==> src/rtl/sqd_pkg.sv <==
// shared types, constants and state encoding for the shortest queue dispatcher
package sqd_pkg;

  localparam int NUM_QUEUES_DEF  = 8;
  localparam int QUEUE_DEPTH_DEF = 16;
  localparam int MAX_SERVICE_DEF = 10;

  localparam logic [3:0] ACTIVE_QUEUES_RESET = 4'd8;

  typedef struct packed {
    logic       arrival_valid;
    logic [3:0] service_time;
  } in_t;

  typedef struct packed {
    logic [2:0] assigned_queue;
    logic       arrival_dropped;
    logic [7:0] finished_mask;
  } out_t;

  typedef enum logic [2:0] {
    ST_IDLE,
    ST_SCAN,
    ST_ARRIVE,
    ST_SERVE,
    ST_DONE
  } state_t;

endpackage

==> src/rtl/shortest_queue_dispatcher_core.sv <==
// top level of the join shortest queue dispatcher
// One input transfer is one time tick and yields one result transfer. A tick walks the
// queue descriptor ram one queue per cycle: with an arrival it first scans the n active
// queue lengths, inserts the job, then services every active queue head; without an
// arrival the scan is skipped, n being the number of active queues. A new tick is
// accepted while the previous result still waits in the output register. Descriptor
// valid bits clear at reset, so no clearing pass is needed; the job ram needs none
// either.
module shortest_queue_dispatcher_core #(
  parameter int NUM_QUEUES  = sqd_pkg::NUM_QUEUES_DEF,
  parameter int QUEUE_DEPTH = sqd_pkg::QUEUE_DEPTH_DEF,
  parameter int MAX_SERVICE = sqd_pkg::MAX_SERVICE_DEF
) (
  input  logic          clk,
  input  logic          rst,
  input  logic          item_valid,
  output logic          item_stall,
  input  sqd_pkg::in_t  item,
  output logic          result_valid,
  input  logic          result_stall,
  output sqd_pkg::out_t result,
  input  logic          cfg_wr_en,
  input  logic [3:0]    cfg_wr_data
);

  localparam int QW = $clog2(NUM_QUEUES);
  localparam int PW = $clog2(QUEUE_DEPTH);
  localparam int LW = $clog2(QUEUE_DEPTH + 1);
  localparam int RW = $clog2(MAX_SERVICE + 1);
  localparam int AW = $clog2(NUM_QUEUES * QUEUE_DEPTH);
  localparam int DW = LW + 2 * PW;

  logic          desc_we;
  logic [QW-1:0] desc_waddr;
  logic [DW-1:0] desc_wdata;
  logic [QW-1:0] desc_raddr;
  logic [DW-1:0] desc_rdata;
  logic          job_we;
  logic [AW-1:0] job_waddr;
  logic [RW-1:0] job_wdata;
  logic [AW-1:0] job_raddr;
  logic [RW-1:0] job_rdata;

  sqd_ctrl #(
    .NUM_QUEUES  (NUM_QUEUES),
    .QUEUE_DEPTH (QUEUE_DEPTH),
    .MAX_SERVICE (MAX_SERVICE)
  ) u_ctrl (
    .clk          (clk),
    .rst          (rst),
    .item_valid   (item_valid),
    .item_stall   (item_stall),
    .item         (item),
    .result_valid (result_valid),
    .result_stall (result_stall),
    .result       (result),
    .cfg_wr_en    (cfg_wr_en),
    .cfg_wr_data  (cfg_wr_data),
    .desc_we      (desc_we),
    .desc_waddr   (desc_waddr),
    .desc_wdata   (desc_wdata),
    .desc_raddr   (desc_raddr),
    .desc_rdata   (desc_rdata),
    .job_we       (job_we),
    .job_waddr    (job_waddr),
    .job_wdata    (job_wdata),
    .job_raddr    (job_raddr),
    .job_rdata    (job_rdata)
  );

  sqd_desc_ram #(
    .WIDTH (DW),
    .DEPTH (NUM_QUEUES)
  ) u_desc_ram (
    .clk   (clk),
    .rst   (rst),
    .we    (desc_we),
    .waddr (desc_waddr),
    .wdata (desc_wdata),
    .raddr (desc_raddr),
    .rdata (desc_rdata)
  );

  sqd_ram #(
    .WIDTH (RW),
    .DEPTH (NUM_QUEUES * QUEUE_DEPTH)
  ) u_job_ram (
    .clk   (clk),
    .we    (job_we),
    .waddr (job_waddr),
    .wdata (job_wdata),
    .raddr (job_raddr),
    .rdata (job_rdata)
  );

endmodule

==> src/rtl/sqd_ram.sv <==
// simple dual port ram, one write and one registered read per cycle
module sqd_ram #(
  parameter int WIDTH = 4,
  parameter int DEPTH = 128
) (
  input  logic                     clk,
  input  logic                     we,
  input  logic [$clog2(DEPTH)-1:0] waddr,
  input  logic [WIDTH-1:0]         wdata,
  input  logic [$clog2(DEPTH)-1:0] raddr,
  output logic [WIDTH-1:0]         rdata
);

  logic [WIDTH-1:0] mem [DEPTH];

  always_ff @(posedge clk) begin
    if (we) begin
      mem[waddr] <= wdata;
    end
  end

  always_ff @(posedge clk) begin
    rdata <= mem[raddr];
  end

endmodule

==> src/rtl/sqd_desc_ram.sv <==
// queue descriptor ram with per entry valid bits, unwritten entries read as zero
module sqd_desc_ram #(
  parameter int WIDTH = 13,
  parameter int DEPTH = 8
) (
  input  logic                     clk,
  input  logic                     rst,
  input  logic                     we,
  input  logic [$clog2(DEPTH)-1:0] waddr,
  input  logic [WIDTH-1:0]         wdata,
  input  logic [$clog2(DEPTH)-1:0] raddr,
  output logic [WIDTH-1:0]         rdata
);

  logic [WIDTH-1:0] mem [DEPTH];
  logic [DEPTH-1:0] vld;
  logic [WIDTH-1:0] rd_word;
  logic             rd_vld;

  always_ff @(posedge clk) begin
    if (we) begin
      mem[waddr] <= wdata;
    end
    rd_word <= mem[raddr];
  end

  always_ff @(posedge clk) begin
    if (rst) begin
      vld    <= '0;
      rd_vld <= 1'b0;
    end else begin
      if (we) begin
        vld[waddr] <= 1'b1;
      end
      rd_vld <= vld[raddr];
    end
  end

  assign rdata = rd_vld ? rd_word : '0;

endmodule

==> src/rtl/sqd_ctrl.sv <==
// tick sequencer: shortest queue scan, job insert and head service over the two rams
module sqd_ctrl #(
  parameter int NUM_QUEUES  = sqd_pkg::NUM_QUEUES_DEF,
  parameter int QUEUE_DEPTH = sqd_pkg::QUEUE_DEPTH_DEF,
  parameter int MAX_SERVICE = sqd_pkg::MAX_SERVICE_DEF,
  localparam int QW = $clog2(NUM_QUEUES),
  localparam int PW = $clog2(QUEUE_DEPTH),
  localparam int LW = $clog2(QUEUE_DEPTH + 1),
  localparam int RW = $clog2(MAX_SERVICE + 1),
  localparam int AW = $clog2(NUM_QUEUES * QUEUE_DEPTH),
  localparam int DW = LW + 2 * PW
) (
  input  logic               clk,
  input  logic               rst,
  input  logic               item_valid,
  output logic               item_stall,
  input  sqd_pkg::in_t       item,
  output logic               result_valid,
  input  logic               result_stall,
  output sqd_pkg::out_t      result,
  input  logic               cfg_wr_en,
  input  logic [3:0]         cfg_wr_data,
  output logic               desc_we,
  output logic [QW-1:0]      desc_waddr,
  output logic [DW-1:0]      desc_wdata,
  output logic [QW-1:0]      desc_raddr,
  input  logic [DW-1:0]      desc_rdata,
  output logic               job_we,
  output logic [AW-1:0]      job_waddr,
  output logic [RW-1:0]      job_wdata,
  output logic [AW-1:0]      job_raddr,
  input  logic [RW-1:0]      job_rdata
);

  localparam int CW = $clog2(NUM_QUEUES + 1);

  sqd_pkg::state_t state, state_next;

  logic [3:0]            active_queues;
  logic [CW-1:0]         live;
  logic [CW-1:0]         live_calc;
  logic [CW-1:0]         idx;
  logic                  arrival;
  logic [RW-1:0]         svc;
  logic [RW-1:0]         svc_calc;
  logic [QW-1:0]         best_q;
  logic [LW-1:0]         best_len;
  logic [PW-1:0]         best_head;
  logic [PW-1:0]         best_tail;
  logic                  dropped;
  logic [NUM_QUEUES-1:0] fin;
  logic                  s1_vld;
  logic [QW-1:0]         s1_q;
  logic                  s2_vld;
  logic [QW-1:0]         s2_q;
  logic [LW-1:0]         s2_len;
  logic [PW-1:0]         s2_head;
  logic [PW-1:0]         s2_tail;
  logic [LW-1:0]         rd_len;
  logic [PW-1:0]         rd_head;
  logic [PW-1:0]         rd_tail;
  logic [RW-1:0]         r_next;
  logic                  full;
  logic                  issue;
  logic                  take_item;
  logic                  load_result;
  logic                  s2_load;
  logic [31:0]           act32;
  logic [31:0]           st32;

  function automatic logic [PW-1:0] ring_next(input logic [PW-1:0] p);
    ring_next = (p == PW'(QUEUE_DEPTH - 1)) ? '0 : p + PW'(1);
  endfunction

  function automatic logic [AW-1:0] job_addr(input logic [QW-1:0] q,
                                             input logic [PW-1:0] p);
    job_addr = AW'(int'(q) * QUEUE_DEPTH + int'(p));
  endfunction

  assign rd_len  = desc_rdata[DW-1 -: LW];
  assign rd_head = desc_rdata[2*PW-1 -: PW];
  assign rd_tail = desc_rdata[PW-1:0];
  assign r_next  = (job_rdata > RW'(1)) ? job_rdata - RW'(1) : '0;
  assign full    = (best_len == LW'(QUEUE_DEPTH));

  // clamp register and service time into range
  always_comb begin
    act32 = 32'(active_queues);
    st32  = 32'(item.service_time);
    if (act32 == 32'd0) begin
      live_calc = CW'(1);
    end else if (act32 > 32'(NUM_QUEUES)) begin
      live_calc = CW'(NUM_QUEUES);
    end else begin
      live_calc = CW'(act32);
    end
    if (st32 == 32'd0) begin
      svc_calc = RW'(1);
    end else if (st32 > 32'(MAX_SERVICE)) begin
      svc_calc = RW'(MAX_SERVICE);
    end else begin
      svc_calc = RW'(st32);
    end
  end

  // next state
  always_comb begin
    state_next = state;
    case (state)
      sqd_pkg::ST_IDLE: begin
        if (item_valid) begin
          state_next = item.arrival_valid ? sqd_pkg::ST_SCAN : sqd_pkg::ST_SERVE;
        end
      end
      sqd_pkg::ST_SCAN: begin
        if (idx == live && !s1_vld) begin
          state_next = sqd_pkg::ST_ARRIVE;
        end
      end
      sqd_pkg::ST_ARRIVE: begin
        state_next = sqd_pkg::ST_SERVE;
      end
      sqd_pkg::ST_SERVE: begin
        if (idx == live && !s1_vld && !s2_vld) begin
          state_next = sqd_pkg::ST_DONE;
        end
      end
      sqd_pkg::ST_DONE: begin
        if (!result_valid || !result_stall) begin
          state_next = sqd_pkg::ST_IDLE;
        end
      end
      default: state_next = sqd_pkg::ST_IDLE;
    endcase
  end

  // control outputs and ram ports
  always_comb begin
    item_stall  = 1'b1;
    take_item   = 1'b0;
    issue       = 1'b0;
    load_result = 1'b0;
    s2_load     = 1'b0;
    desc_we     = 1'b0;
    desc_waddr  = s2_q;
    desc_wdata  = {s2_len - LW'(1), ring_next(s2_head), s2_tail};
    desc_raddr  = idx[QW-1:0];
    job_we      = 1'b0;
    job_waddr   = job_addr(s2_q, s2_head);
    job_wdata   = r_next;
    job_raddr   = job_addr(s1_q, rd_head);
    case (state)
      sqd_pkg::ST_IDLE: begin
        item_stall = 1'b0;
        take_item  = item_valid;
      end
      sqd_pkg::ST_SCAN: begin
        issue = (idx < live);
      end
      sqd_pkg::ST_ARRIVE: begin
        if (!full) begin
          desc_we    = 1'b1;
          desc_waddr = best_q;
          desc_wdata = {best_len + LW'(1), best_head, ring_next(best_tail)};
          job_we     = 1'b1;
          job_waddr  = job_addr(best_q, best_tail);
          job_wdata  = svc;
        end
      end
      sqd_pkg::ST_SERVE: begin
        issue   = (idx < live);
        s2_load = s1_vld && (rd_len != '0);
        if (s2_vld) begin
          job_we  = 1'b1;
          desc_we = (r_next == '0);
        end
      end
      sqd_pkg::ST_DONE: begin
        load_result = !result_valid || !result_stall;
      end
      default: item_stall = 1'b1;
    endcase
  end

  always_ff @(posedge clk) begin
    if (rst) begin
      state         <= sqd_pkg::ST_IDLE;
      active_queues <= sqd_pkg::ACTIVE_QUEUES_RESET;
      result_valid  <= 1'b0;
      s1_vld        <= 1'b0;
      s2_vld        <= 1'b0;
    end else begin
      state  <= state_next;
      s1_vld <= issue;
      s2_vld <= s2_load;
      if (cfg_wr_en) begin
        active_queues <= cfg_wr_data;
      end
      if (load_result) begin
        result_valid <= 1'b1;
      end else if (!result_stall) begin
        result_valid <= 1'b0;
      end
    end
  end

  always_ff @(posedge clk) begin
    if (take_item) begin
      live    <= live_calc;
      arrival <= item.arrival_valid;
      svc     <= svc_calc;
      best_q  <= '0;
      dropped <= 1'b0;
      fin     <= '0;
      idx     <= '0;
    end
    if (issue) begin
      idx <= idx + CW'(1);
    end
    if (state == sqd_pkg::ST_ARRIVE) begin
      idx     <= '0;
      dropped <= full;
    end
    // lowest index wins a tie
    if (state == sqd_pkg::ST_SCAN && s1_vld && (s1_q == '0 || rd_len < best_len)) begin
      best_q    <= s1_q;
      best_len  <= rd_len;
      best_head <= rd_head;
      best_tail <= rd_tail;
    end
    s1_q    <= idx[QW-1:0];
    s2_q    <= s1_q;
    s2_len  <= rd_len;
    s2_head <= rd_head;
    s2_tail <= rd_tail;
    if (s2_vld && r_next == '0) begin
      fin[s2_q] <= 1'b1;
    end
    if (load_result) begin
      result.assigned_queue  <= arrival ? 3'(best_q) : 3'd0;
      result.arrival_dropped <= arrival & dropped;
      result.finished_mask   <= 8'(fin);
    end
  end

`ifndef ASSERT_OFF
  a_desc_no_overlap: assert property (@(posedge clk) disable iff (rst)
    (desc_we && issue) |-> (desc_waddr != desc_raddr))
    else $error("descriptor read and write hit the same queue");

  a_scan_no_write: assert property (@(posedge clk) disable iff (rst)
    (state == sqd_pkg::ST_SCAN) |-> (!desc_we && !job_we))
    else $error("ram write during length scan");

  a_fin_live: assert property (@(posedge clk) disable iff (rst)
    (state == sqd_pkg::ST_DONE) |-> ((fin >> live) == '0))
    else $error("inactive queue marked finished");

  a_result_from_done: assert property (@(posedge clk) disable iff (rst)
    $rose(result_valid) |-> $past(state == sqd_pkg::ST_DONE))
    else $error("result loaded outside done state");

  a_stage_order: assert property (@(posedge clk) disable iff (rst)
    s2_vld |-> $past(s1_vld))
    else $error("service stage two without stage one");
`endif

endmodule

==> config.mk <==
export PLATFORM = sky130hd
export DESIGN_NAME = shortest_queue_dispatcher_core
export DESIGN_NICKNAME = d
export VERILOG_FILES = /design/src/rtl/sqd_pkg.sv /design/src/rtl/shortest_queue_dispatcher_core.sv /design/src/rtl/sqd_ram.sv /design/src/rtl/sqd_desc_ram.sv /design/src/rtl/sqd_ctrl.sv
export SDC_FILE = /design/constraint.sdc
export NUM_CORES = 1
export LEC_CHECK = 0
export ABC_CLOCK_PERIOD_IN_PS = 14560
export BUFFER_PORTS_ARGS = -buffer_cell sky130_fd_sc_hd__clkbuf_2
export CAP_MARGIN = 30
export CORE_MARGIN = 1.5
export CORE_UTILIZATION = 50
export DETAILED_ROUTE_END_ITERATION = 6
export PLACE_DENSITY = 0.65
export SYNTH_ARGS = -nofsm -noshare
export SYNTH_HDL_FRONTEND = slang
export SYNTH_SLANG_ARGS = --single-unit
==> constraint.sdc <==
create_clock -name clk -period 14.56 [get_ports clk]
set_input_delay 2.184 -clock clk [delete_from_list [all_inputs] [get_ports clk]]
set_output_delay 2.184 -clock clk [all_outputs]
set_load 0.1 [all_outputs]
-- Yosys cells after proc, flatten, opt, wreduce, memory -nomap -nowiden
Memory sizes are Yosys's and may differ from the RTL's. A register that Yosys moved wholly into a read port is not among the register bits.
Index checks and enable logic that the tools add are counted.
- bits in registers: 88
- memory bits (writable): 616
- output and inout port bits: 14
- memories: 2
- $add $sub $neg: 9
- magnitude comparators: 10
- equal/unequal tests: 13
- mux-type cells: 49
- bitwise gates (word level): 4
- reduce and logical (&&, ||, !) cells: 28
- memory list (memory ; words ; bits a word ; read ports ; clocked after Yosys merged registers in ; write ports ; line ; text):
    u_job_ram.mem ; 128 ; 4 ; 1 ; 1 ; 1 ; sqd_ram.sv:14 ; logic [WIDTH-1:0] mem [DEPTH];
    u_desc_ram.mem ; 8 ; 13 ; 1 ; 1 ; 1 ; sqd_desc_ram.sv:15 ; logic [WIDTH-1:0] mem [DEPTH];
- operators by type and width (cell ; number):
    13-bit two-way mux ; 3
    4-bit two-way mux ; 9
    3-bit two-way mux ; 8
    7-bit by 4-bit adder with 7-bit output ; 3
    1-bit two-way mux ; 18
    8-bit two-way mux ; 2
    8-bit bitwise OR ; 2
    3-bit case mux with 5 select lines ; 1
    7-bit two-way mux ; 2
    4-bit by 1-bit adder with 4-bit output (second input constant) ; 3
    4-bit logical NOT ; 3
    3-bit by 4-bit < comparator with 1-bit output (second input constant) ; 3
    4-bit == test (second input constant) ; 2
    4-bit > comparator (second input constant) ; 2
    1-bit logical AND ; 8
    2-bit by 1-bit inequality test with 1-bit output (second input constant) ; 4
    2-bit OR reduction ; 4
    1-bit demux with 3-bit select ; 2
    3-bit by 2-bit == test with 1-bit output (second input constant) ; 2
    3-bit by 1-bit greater-or-equal comparator with 1-bit output (second input constant) ; 2
    3-bit logical NOT ; 2
    2-bit nonzero test ; 3
    5-bit by 1-bit adder with 5-bit output (second input constant) ; 1
    5-bit == test (second input constant) ; 1
    other kinds (18) ; 23

-- Depth between registers and ports, before layout
Gate-level depths: netlist of the first run.
- word-level depth: 8
- depth in mapped cells: 10

-- Cells and area by module
A second synthesis of the first run with hierarchy kept.
- cell total of the unflattened synthesis: 1463
- area total of the unflattened synthesis: 28538.6 sq um
- by module, submodules not included (module ; instances ; cells an instance ; area an instance (sq um) ; seq. area each (sq um)):
    sqd_ram ; 1 ; 908 ; 20193.1 ; 15454.8
    sqd_desc_ram ; 1 ; 219 ; 4742.0 ; 3563.4
    sqd_ctrl ; 1 ; 336 ; 3603.5 ; 1961.9

-- Worst setup path before layout of the first run
No wires, ideal clock.
- path type: register to register
- from: register u_ctrl.best_len[0]
- to: memory u_job_ram.mem[0][2], data pin
- arrival: 6.470 ns
- required time: 13.363 ns
- setup slack: 6.893 ns
- cell stages (with the launch flop): 9
- clock period less this slack: 7.667 ns
- path through: edfxtp_1 inv_1 ha_1 nand2_1 o31a_1 buf_4 buf_4 clkbuf_1 o21ai_0
- word-level cells in the longest chain between the ends: 3
- RTL lines (item ; line ; text):
    start, declared ; sqd_ctrl.sv:47 ; logic [LW-1:0] best_len;
    start signal, assigned ; sqd_ctrl.sv:227 ; best_len <= rd_len;
    5-bit == test ; sqd_ctrl.sv:84 ; assign full = (best_len == LW'(QUEUE_DEPTH));
    4-bit two-way mux ; sqd_ctrl.sv:161 ; if (!full) begin
    4-bit two-way mux ; sqd_ctrl.sv:152 ; case (state)
    net job_wdata[2] ; shortest_queue_dispatcher_core.sv:40 ; logic [RW-1:0] job_wdata;
    end, declared ; sqd_ram.sv:14 ;
The timed path passes the listed nets, and every way through them passes these cells.

-- Worst setup path after layout of the first run
- from: register u_ctrl.state[1]
- to: output item_stall
- word-level cells in the longest chain between the ends: 2
- RTL lines (item ; line ; text):
    start, declared ; sqd_ctrl.sv:37 ; sqd_pkg::state_t state, state_next;
    start signal, assigned ; sqd_ctrl.sv:187 ; state <= sqd_pkg::ST_IDLE;
    start signal, assigned ; sqd_ctrl.sv:193 ; state <= state_next;
    3-bit logical NOT ; sqd_ctrl.sv:152 ;
    1-bit two-way mux ; sqd_ctrl.sv:152 ;
    end, declared ; shortest_queue_dispatcher_core.sv:17 ; output logic item_stall,
No other way between the ends.

==> out/metrics.csv, run 1 <==
stage,metric,value,unit
floorplan,die area,60150,um2
sta,setup TNS,0,ns
clock_network,CTS sink count,721,
floorplan,Initial Utilization,50.76,%
yosys,synthesized area,29340,um2
power_and_ir_drop,internal power,4185,uW
power_and_ir_drop,Psw,1884,uW
yosys,yosys warns,0,
yosys,"area leader, netlist",edfxtp_1,
critical_path,crit path DAT,1.78,ns
sta,fmax,252.1,MHz
clock_network,CTS HTree Levels,3,
clock_network,post-CTS sizing,0,
power_and_ir_drop,Clk pwr share,29.5,%
power_and_ir_drop,sequential power share,45.9,%
routing,Detailed Routing Iterations Pass 1,6,
clock_network,cts hold-fix bufs,0,
yosys,Async SR Flop Fraction,0,%
routing,top sig layer,met4,
routing,Routed WL,71.73,mm
critical_path,Setup crit start kind,flip-flop,
clock_network,clock tree buffer depth,3,
power_and_ir_drop,VDD IR max,0.0001609,V
clock_network,Inserted Clock Buffers,74,
sta,Rel. slew slack,27.68,%
sta,Least-Margin Pin Slew,1.078,ns
critical_path,CP max FO,13,
sta,hold slack,0.4442,ns
clock_network,clock latency on the worst-skew pair,0.62,ns
power_and_ir_drop,Lkg Pwr,0.01081,uW
run_status,status,completed,
grt,global route overflow,0,
sta,period utilization,27.24,%
sta,final critical-path required period,3.966,ns
sta,Final Skew,0.02391,ns
placement,hpwl dp,43.86,mm
clock_network,clk slew on worst S/H paths,0.05,ns
finish,number of fill cells,4452,
routing,DRT met1 WL,30.50,mm
yosys,Post-synth EDFFs,654,
critical_path,critical path type,reg2out,
clock_network,CTS tree,yes,
routing,wire per inst,26.44,um
yosys,top-area cell type share of the netlist area,66.93,%
yosys,Main synth FF type,edfxtp_1,
grt,vias in the first global route,16462,
critical_path,"Req. time, crit path",12.38,ns
clock_network,Clock Root Buffer,clkbuf_16,
finish,Layout area overhead,11.05,%
finish,multi-input logic area,7684,um2
power_and_ir_drop,P per Cell Area,186.2,nW/um2
yosys,Post-Syn Area per Cell,15.83,um2
run,MaxCap Viol Count,0,
floorplan,Rows,88,
clock_network,Setup Buffers After CTS,0,
grt,initial antenna violation count,0,
grt,total track usage,24.23,%
routing,via count,16696,
power_and_ir_drop,total power,6069,uW
floorplan,CORE AREA,57810,um2
sta,RSZ-0062 raised after global routing,false,
placement,PortBufs,27,
routing,DR WL met3,6.698,mm
yosys,sequential share of the synthesized area,71.50,%
sta,Fin. Hold Viols,0,
sta,"Setup violations, final",0,
routing,Routed Antenna Nets,0,
finish,Final Net Count,1916,
floorplan,# IOs,28,
power_and_ir_drop,Comb pwr share,24.5,%
min_path,HP Class,reg2reg,
finish,share of cells above drive strength 1,16.32,%
finish,most frequent cells in the layout,"edfxtp_1 (654), nor2_1 (182), nand2_1 (97)",
routing,DR iter-0 viols,1991,
floorplan,chip height,245.3,um
yosys,Mapped Nets,1884,
floorplan,die width,245.3,um
grt,first-pass GRT wire length,107.1,mm
routing,metal2 WL,32.12,mm
routing,routed vias/inst,6.154,
sta,Final Max Slew Viols,0,
finish,"most common cell after layout, fill and taps aside",edfxtp_1,
routing,DRC,0,
critical_path,endpoint class of the critical path,output port,
placement,Placer Congestion,0.8618,
yosys,leading post-synthesis cells by cell area,"edfxtp_1 (67%), mux4_2 (5.1%), dfxtp_1 (4.6%), mux2i_1 (3.0%), nor2_1 (2.3%)",
yosys,"flops & latches, synth",721,
finish,Seq. cell area,20990,um2
finish,n_diodes,0,
yosys,Mapped Cells,1854,
yosys,"Distinct cells, synth",79,
power_and_ir_drop,switching fraction of total power,31.04,%
grt,largest net degree at the start of global routing,83,
==> Yosys cell counts, drive strengths merged, types with 7 or more instances <==
| cell type | number |
|---|---|
| and2 | 64 |
| buf | 76 |
| inv | 29 |
| dfxtp | 67 |
| nand2 | 103 |
| mux2 | 48 |
| o31ai | 14 |
| a21oi | 77 |
| nor3 | 11 |
| o21ai | 32 |
| clkbuf | 36 |
| a21o | 27 |
| a221oi | 14 |
| a2111oi | 8 |
| a211oi | 26 |
| o22ai | 17 |
| a222oi | 12 |
| o221ai | 14 |
| nor2b | 21 |
| nand3 | 25 |
| ha | 16 |
| mux4 | 68 |
| a22oi | 13 |
| mux2i | 90 |
| o211ai | 8 |
| nor2 | 183 |
| edfxtp | 654 |
| a211o | 7 |
==> final cells by class <==
cell class | instances | area share, %
Clock buffer | 112 | 6.562
Clock inverter | 26 | 0.4992
Inverter | 30 | 0.3456
Multi-Input combinational cell | 991 | 23.58
Sequential cell | 721 | 64.42
Tap cell | 765 | 2.937
Timing Repair Buffer | 68 | 1.659
==> logic make-up after synthesis <==
group                    share of synthesized area [%]
flip-flops                                       71.50
buffers and inverters                            2.575
AND/OR/NAND/NOR                                  7.057
XOR/XNOR                                        0.2686
AO/OA/AOI/OAI                                    7.701
multiplexers                                     10.19
adder cells (fa/ha/maj)                         0.7163
==> power by group through the flow <==
| stage | clock network (uW) | logic, uW | registers (uW) |
|---|---|---|---|
| after floorplan | 0 | 997 | 2870 |
| after global placement | 0 | 1430 | 2840 |
| after detailed placement | 0 | 1480 | 2830 |
| after CTS | 1820 | 1490 | 2790 |
| after global routing | 1900 | 1590 | 2800 |
| final | 1790 | 1490 | 2790 |
==> state kept, by name, indices dropped and copies added (netlist names), 5 cells and up <==
signal / count
u_desc_ram.rd_word: 13
u_job_ram.mem: 512
u_desc_ram.vld: 8
u_desc_ram.mem: 104
u_ctrl.s2_len: 5
u_ctrl.best_len: 5
u_ctrl.fin: 8
u_ctrl.result: 12
==> path summary, 6_finish.rpt <==
path,start,to,slack (ns),cells past startpoint
worst min-delay path,u_ctrl.fin[5],u_ctrl.result[5],0.44,0
worst max register to register,u_ctrl.state[1],u_job_ram.mem[115][1],10.65,6
worst max-delay path,u_ctrl.state[1],item_stall,10.59,3
worst min register to register,u_ctrl.fin[5],u_ctrl.result[5],0.44,0
==> per-layer routing <==
layer	GRT usage, %	vias to the layer above
met1	35.71	8407
met3	4.406	142
met2	35.73	875
li1	-	7272
met5	0	-
met4	9.713	0
==> worst max-delay path, cell delays in order (launching register included) <==
cell	delay, ns
dfxtp_1	0.53
nor3_1	0.11
inv_1	0.08
clkbuf_2	0.45
==> through the flow <==
step | setup WS (ns) | util, % | cell area (um2) | instances
floorplan | 6.893 | - | 29340 | 1854
global placement | 10.68 | 52.07 | 30100 | 2563
detailed placement | 10.71 | 52.35 | 30260 | 2572
CTS | 10.57 | 56.33 | 32560 | 2710
global route | 10.43 | 56.37 | 32590 | 2713
finish | 10.59 | 56.37 | 32590 | 2713
No activity file was read; power rests on OpenSTA's default activity.
==> run 2, diff against run 1 <==
--- a/config.mk
+++ b/config.mk
@@ -5,13 +5,14 @@
 export SDC_FILE = /design/constraint.sdc
 export NUM_CORES = 1
 export LEC_CHECK = 0
-export ABC_CLOCK_PERIOD_IN_PS = 14560
+export ABC_AREA = 1
+export ABC_CLOCK_PERIOD_IN_PS = 3340
 export BUFFER_PORTS_ARGS = -buffer_cell sky130_fd_sc_hd__clkbuf_2
 export CAP_MARGIN = 30
 export CORE_MARGIN = 1.5
 export CORE_UTILIZATION = 50
 export DETAILED_ROUTE_END_ITERATION = 6
-export PLACE_DENSITY = 0.65
+export PLACE_DENSITY = 0.68
 export SYNTH_ARGS = -nofsm -noshare
 export SYNTH_HDL_FRONTEND = slang
 export SYNTH_SLANG_ARGS = --single-unit
==> constraint.sdc (replaced) <==
create_clock -name clk -period 3.34 [get_ports clk]
set_input_delay 0.501 -clock clk [delete_from_list [all_inputs] [get_ports clk]]
set_output_delay 0.501 -clock clk [all_outputs]
set_load 0.1 [all_outputs]
==> run 2 against run 1 <==
Largest cell class unchanged. Setup slack worse by 10 ns. Highest routed layer unchanged. Sequential share of layout area decreased by 4.0 points. Critical path type is now reg2reg. Synthesized cell count increased by 63%. Critical path depth rose by 7.
==> out/metrics.csv, run 2 <==
stage,metric,value,unit
yosys,Mapped Cells,3016,
yosys,Post-synth top cells,"nand2_1 (678), edfxtp_1 (654), nand3_1 (437)",
sta,RSZ-0062 raised after global routing,false,
clock_network,clock latency on the worst-skew pair,0.62,ns
routing,wire per inst,19.41,um
finish,"most common cell after layout, fill and taps aside",nand2_1,
min_path,HP Class,in2reg,
clock_network,cts hold-fix bufs,0,
yosys,"area leader, netlist",edfxtp_1,
yosys,yosys warns,0,
floorplan,Rows,90,
routing,via count,21356,
yosys,leading post-synthesis cells by cell area,"edfxtp_1 (64%), nand2_1 (8.2%), nand3_1 (7.1%), inv_1 (5.3%), dfxtp_1 (4.3%)",
placement,Placer Congestion,0.8825,
sta,period utilization,92.62,%
yosys,most frequent cell after synthesis,nand2_1,
clock_network,post-CTS sizing,0,
sta,Fin. Hold Viols,0,
grt,vias in the first global route,21144,
yosys,synthesized area,30880,um2
clock_network,CTS sink count,721,
yosys,"Distinct cells, synth",42,
clock_network,clock tree buffer depth,3,
floorplan,Initial Utilization,50.88,%
yosys,Main synth FF type,edfxtp_1,
sta,final setup margin,0.2464,ns
floorplan,CORE AREA,60700,um2
placement,PortBufs,27,
critical_path,crit path DAT,3.34,ns
floorplan,chip height,251.5,um
sta,Least-Margin Pin Slew,1.007,ns
yosys,top-area cell type share of the netlist area,63.59,%
yosys,Mapped Nets,3046,
routing,Routed WL,75.39,mm
placement,Place WS,0.2828,ns
yosys,sequential share of the synthesized area,67.93,%
finish,Layout area overhead,12.42,%
sta,final critical-path required period,3.094,ns
routing,DR iter-0 viols,1964,
finish,share of cells above drive strength 1,7.866,%
clock_network,Inserted Clock Buffers,73,
critical_path,endpoint class of the critical path,flip-flop,
critical_path,Setup crit start kind,flip-flop,
run_status,status,completed,
grt,initial antenna violation count,0,
floorplan,# IOs,28,
finish,most frequent cells in the layout,"nand2_1 (674), edfxtp_1 (654), nand3_1 (437)",
routing,Routed Antenna Nets,0,
critical_path,CP max FO,15,
finish,Regs by FF count,"u_job_ram.mem: 512 flops, u_desc_ram.mem: 104 flops, u_desc_ram.rd_word: 13 flops",
clock_network,Setup Buffers After CTS,0,
sta,setup TNS,0,ns
sta,Rel. slew slack,32.65,%
sta,Final Max Slew Viols,0,
clock_network,CTS tree,yes,
yosys,Post-synth EDFFs,654,
routing,Detailed Routing Iterations Pass 1,6,
routing,DRC,0,
finish,final core utilization,57.20,%
finish,Biggest register,u_job_ram.mem,
critical_path,critical path type,reg2reg,
power_and_ir_drop,Lkg Pwr,0.01416,uW
sta,fmax,323.2,MHz
yosys,Post-Syn Area per Cell,10.24,um2
grt,total track usage,23.96,%
run,MaxCap Viol Count,0,
power_and_ir_drop,VDD IR max,0.0008253,V
critical_path,"Req. time, crit path",3.59,ns
grt,first-pass GRT wire length,116.0,mm
finish,Final Net Count,3072,
clock_network,Clock Root Buffer,clkbuf_16,
floorplan,die area,63270,um2
yosys,"flops & latches, synth",721,
clock_network,CTS HTree Levels,3,
finish,max reg flops,512,
clock_network,clk slew on worst S/H paths,0.06,ns
grt,global route overflow,0,
sta,Final Skew,0.03840,ns
yosys,Async SR Flop Fraction,0,%
placement,hpwl dp,46.22,mm
routing,routed vias/inst,5.498,
grt,largest net degree at the start of global routing,152,
power_and_ir_drop,P per Cell Area,894.1,nW/um2
sta,"Setup violations, final",0,
finish,n_diodes,0,
floorplan,die width,251.5,um
-- run 2: changes by cell type in the layout (fill, tap and decap cells not counted), sizes merged, moves of 75 or more --
cell / previous run / this run
inv: 33 / 443
mux2i: 90 / 0
nand2: 103 / 684
nand3: 25 / 437
nor2: 183 / 331
o21ai: 32 / 107
-- run 2: final cells by class --
| cell class | count | area, um2 |
|---|---|---|
| Clock buffer | 108 | 2155 |
| Clock inverter | 27 | 340.3 |
| Fill cell | 4937 | 25980 |
| Inverter | 445 | 1672 |
| Multi-Input combinational cell | 1701 | 7665 |
| Sequential cell | 721 | 20990 |
| Tap cell | 782 | 978.4 |
| Timing Repair Buffer | 100 | 923.4 |
-- run 2: path summary, 6_finish.rpt --
kind / from / end / slack [ns] / depth (start not counted)
max: u_ctrl.best_len[0] / u_job_ram.mem[62][2] / 0.25 / 10
max reg2reg: u_ctrl.best_len[0] / u_job_ram.mem[62][2] / 0.25 / 10
min: item[3] / u_ctrl.svc[3] / 0.11 / 1
min reg2reg: u_desc_ram.rd_word[2] / u_ctrl.s2_tail[2] / 0.43 / 2
-- run 2: critical path, cell delays in order, from the launching register on --
cell and delay (ns):
edfxtp_1 0.43, inv_1 0.13, ha_1 0.16, nand4_1 0.15, nand2_2 0.35, nand2_1 0.17, o21ai_4 0.16, inv_2 0.12
nor3_2 0.20, nand2_2 0.42, nor2_1 0.42
-- run 2: stage by stage --
| stage | power (uW) | instances | hold slack (ns) | cell area [um2] |
|---|---|---|---|---|
| 2_1_floorplan | 18610 | 3016 | 0.3258 | 30910 |
| 3_3_place_gp | 22520 | 3747 | 0.4164 | 32180 |
| 3_5_place_dp | 22760 | 3749 | 0.4155 | 32220 |
| 4_1_cts | 31130 | 3884 | 0.07937 | 34720 |
| 5_1_grt | 32370 | 3884 | 0.08899 | 34720 |
| 6_report | 31040 | 3884 | 0.1096 | 34720 |
-- run 2: kinds of logic (layout without fill, tap and decap cells) --
logic type,Yosys count,in the layout,share of synthesized area [%]
compound gates,197,197,3.687
xor+xnor,5,5,0.1418
fa+ha+maj,17,17,0.6806
buf+inv,594,680,7.442
flops,721,721,67.93
simple gates,1482,1482,20.12
-- run 2: power by group --
group / internal [uW] / switching [uW] / total (uW)
Sequential: 12500 / 299 / 12800
Clock: 5090 / 3310 / 8400
Combinational: 2380 / 7460 / 9840
-- run 2: routing by layer --
layer  GRT usage (%)  part of all wire, %
met4           9.742                  3.4
met2           40.76                   49
met1           30.96                   41
met5               0                    0
met3           3.466                  7.2
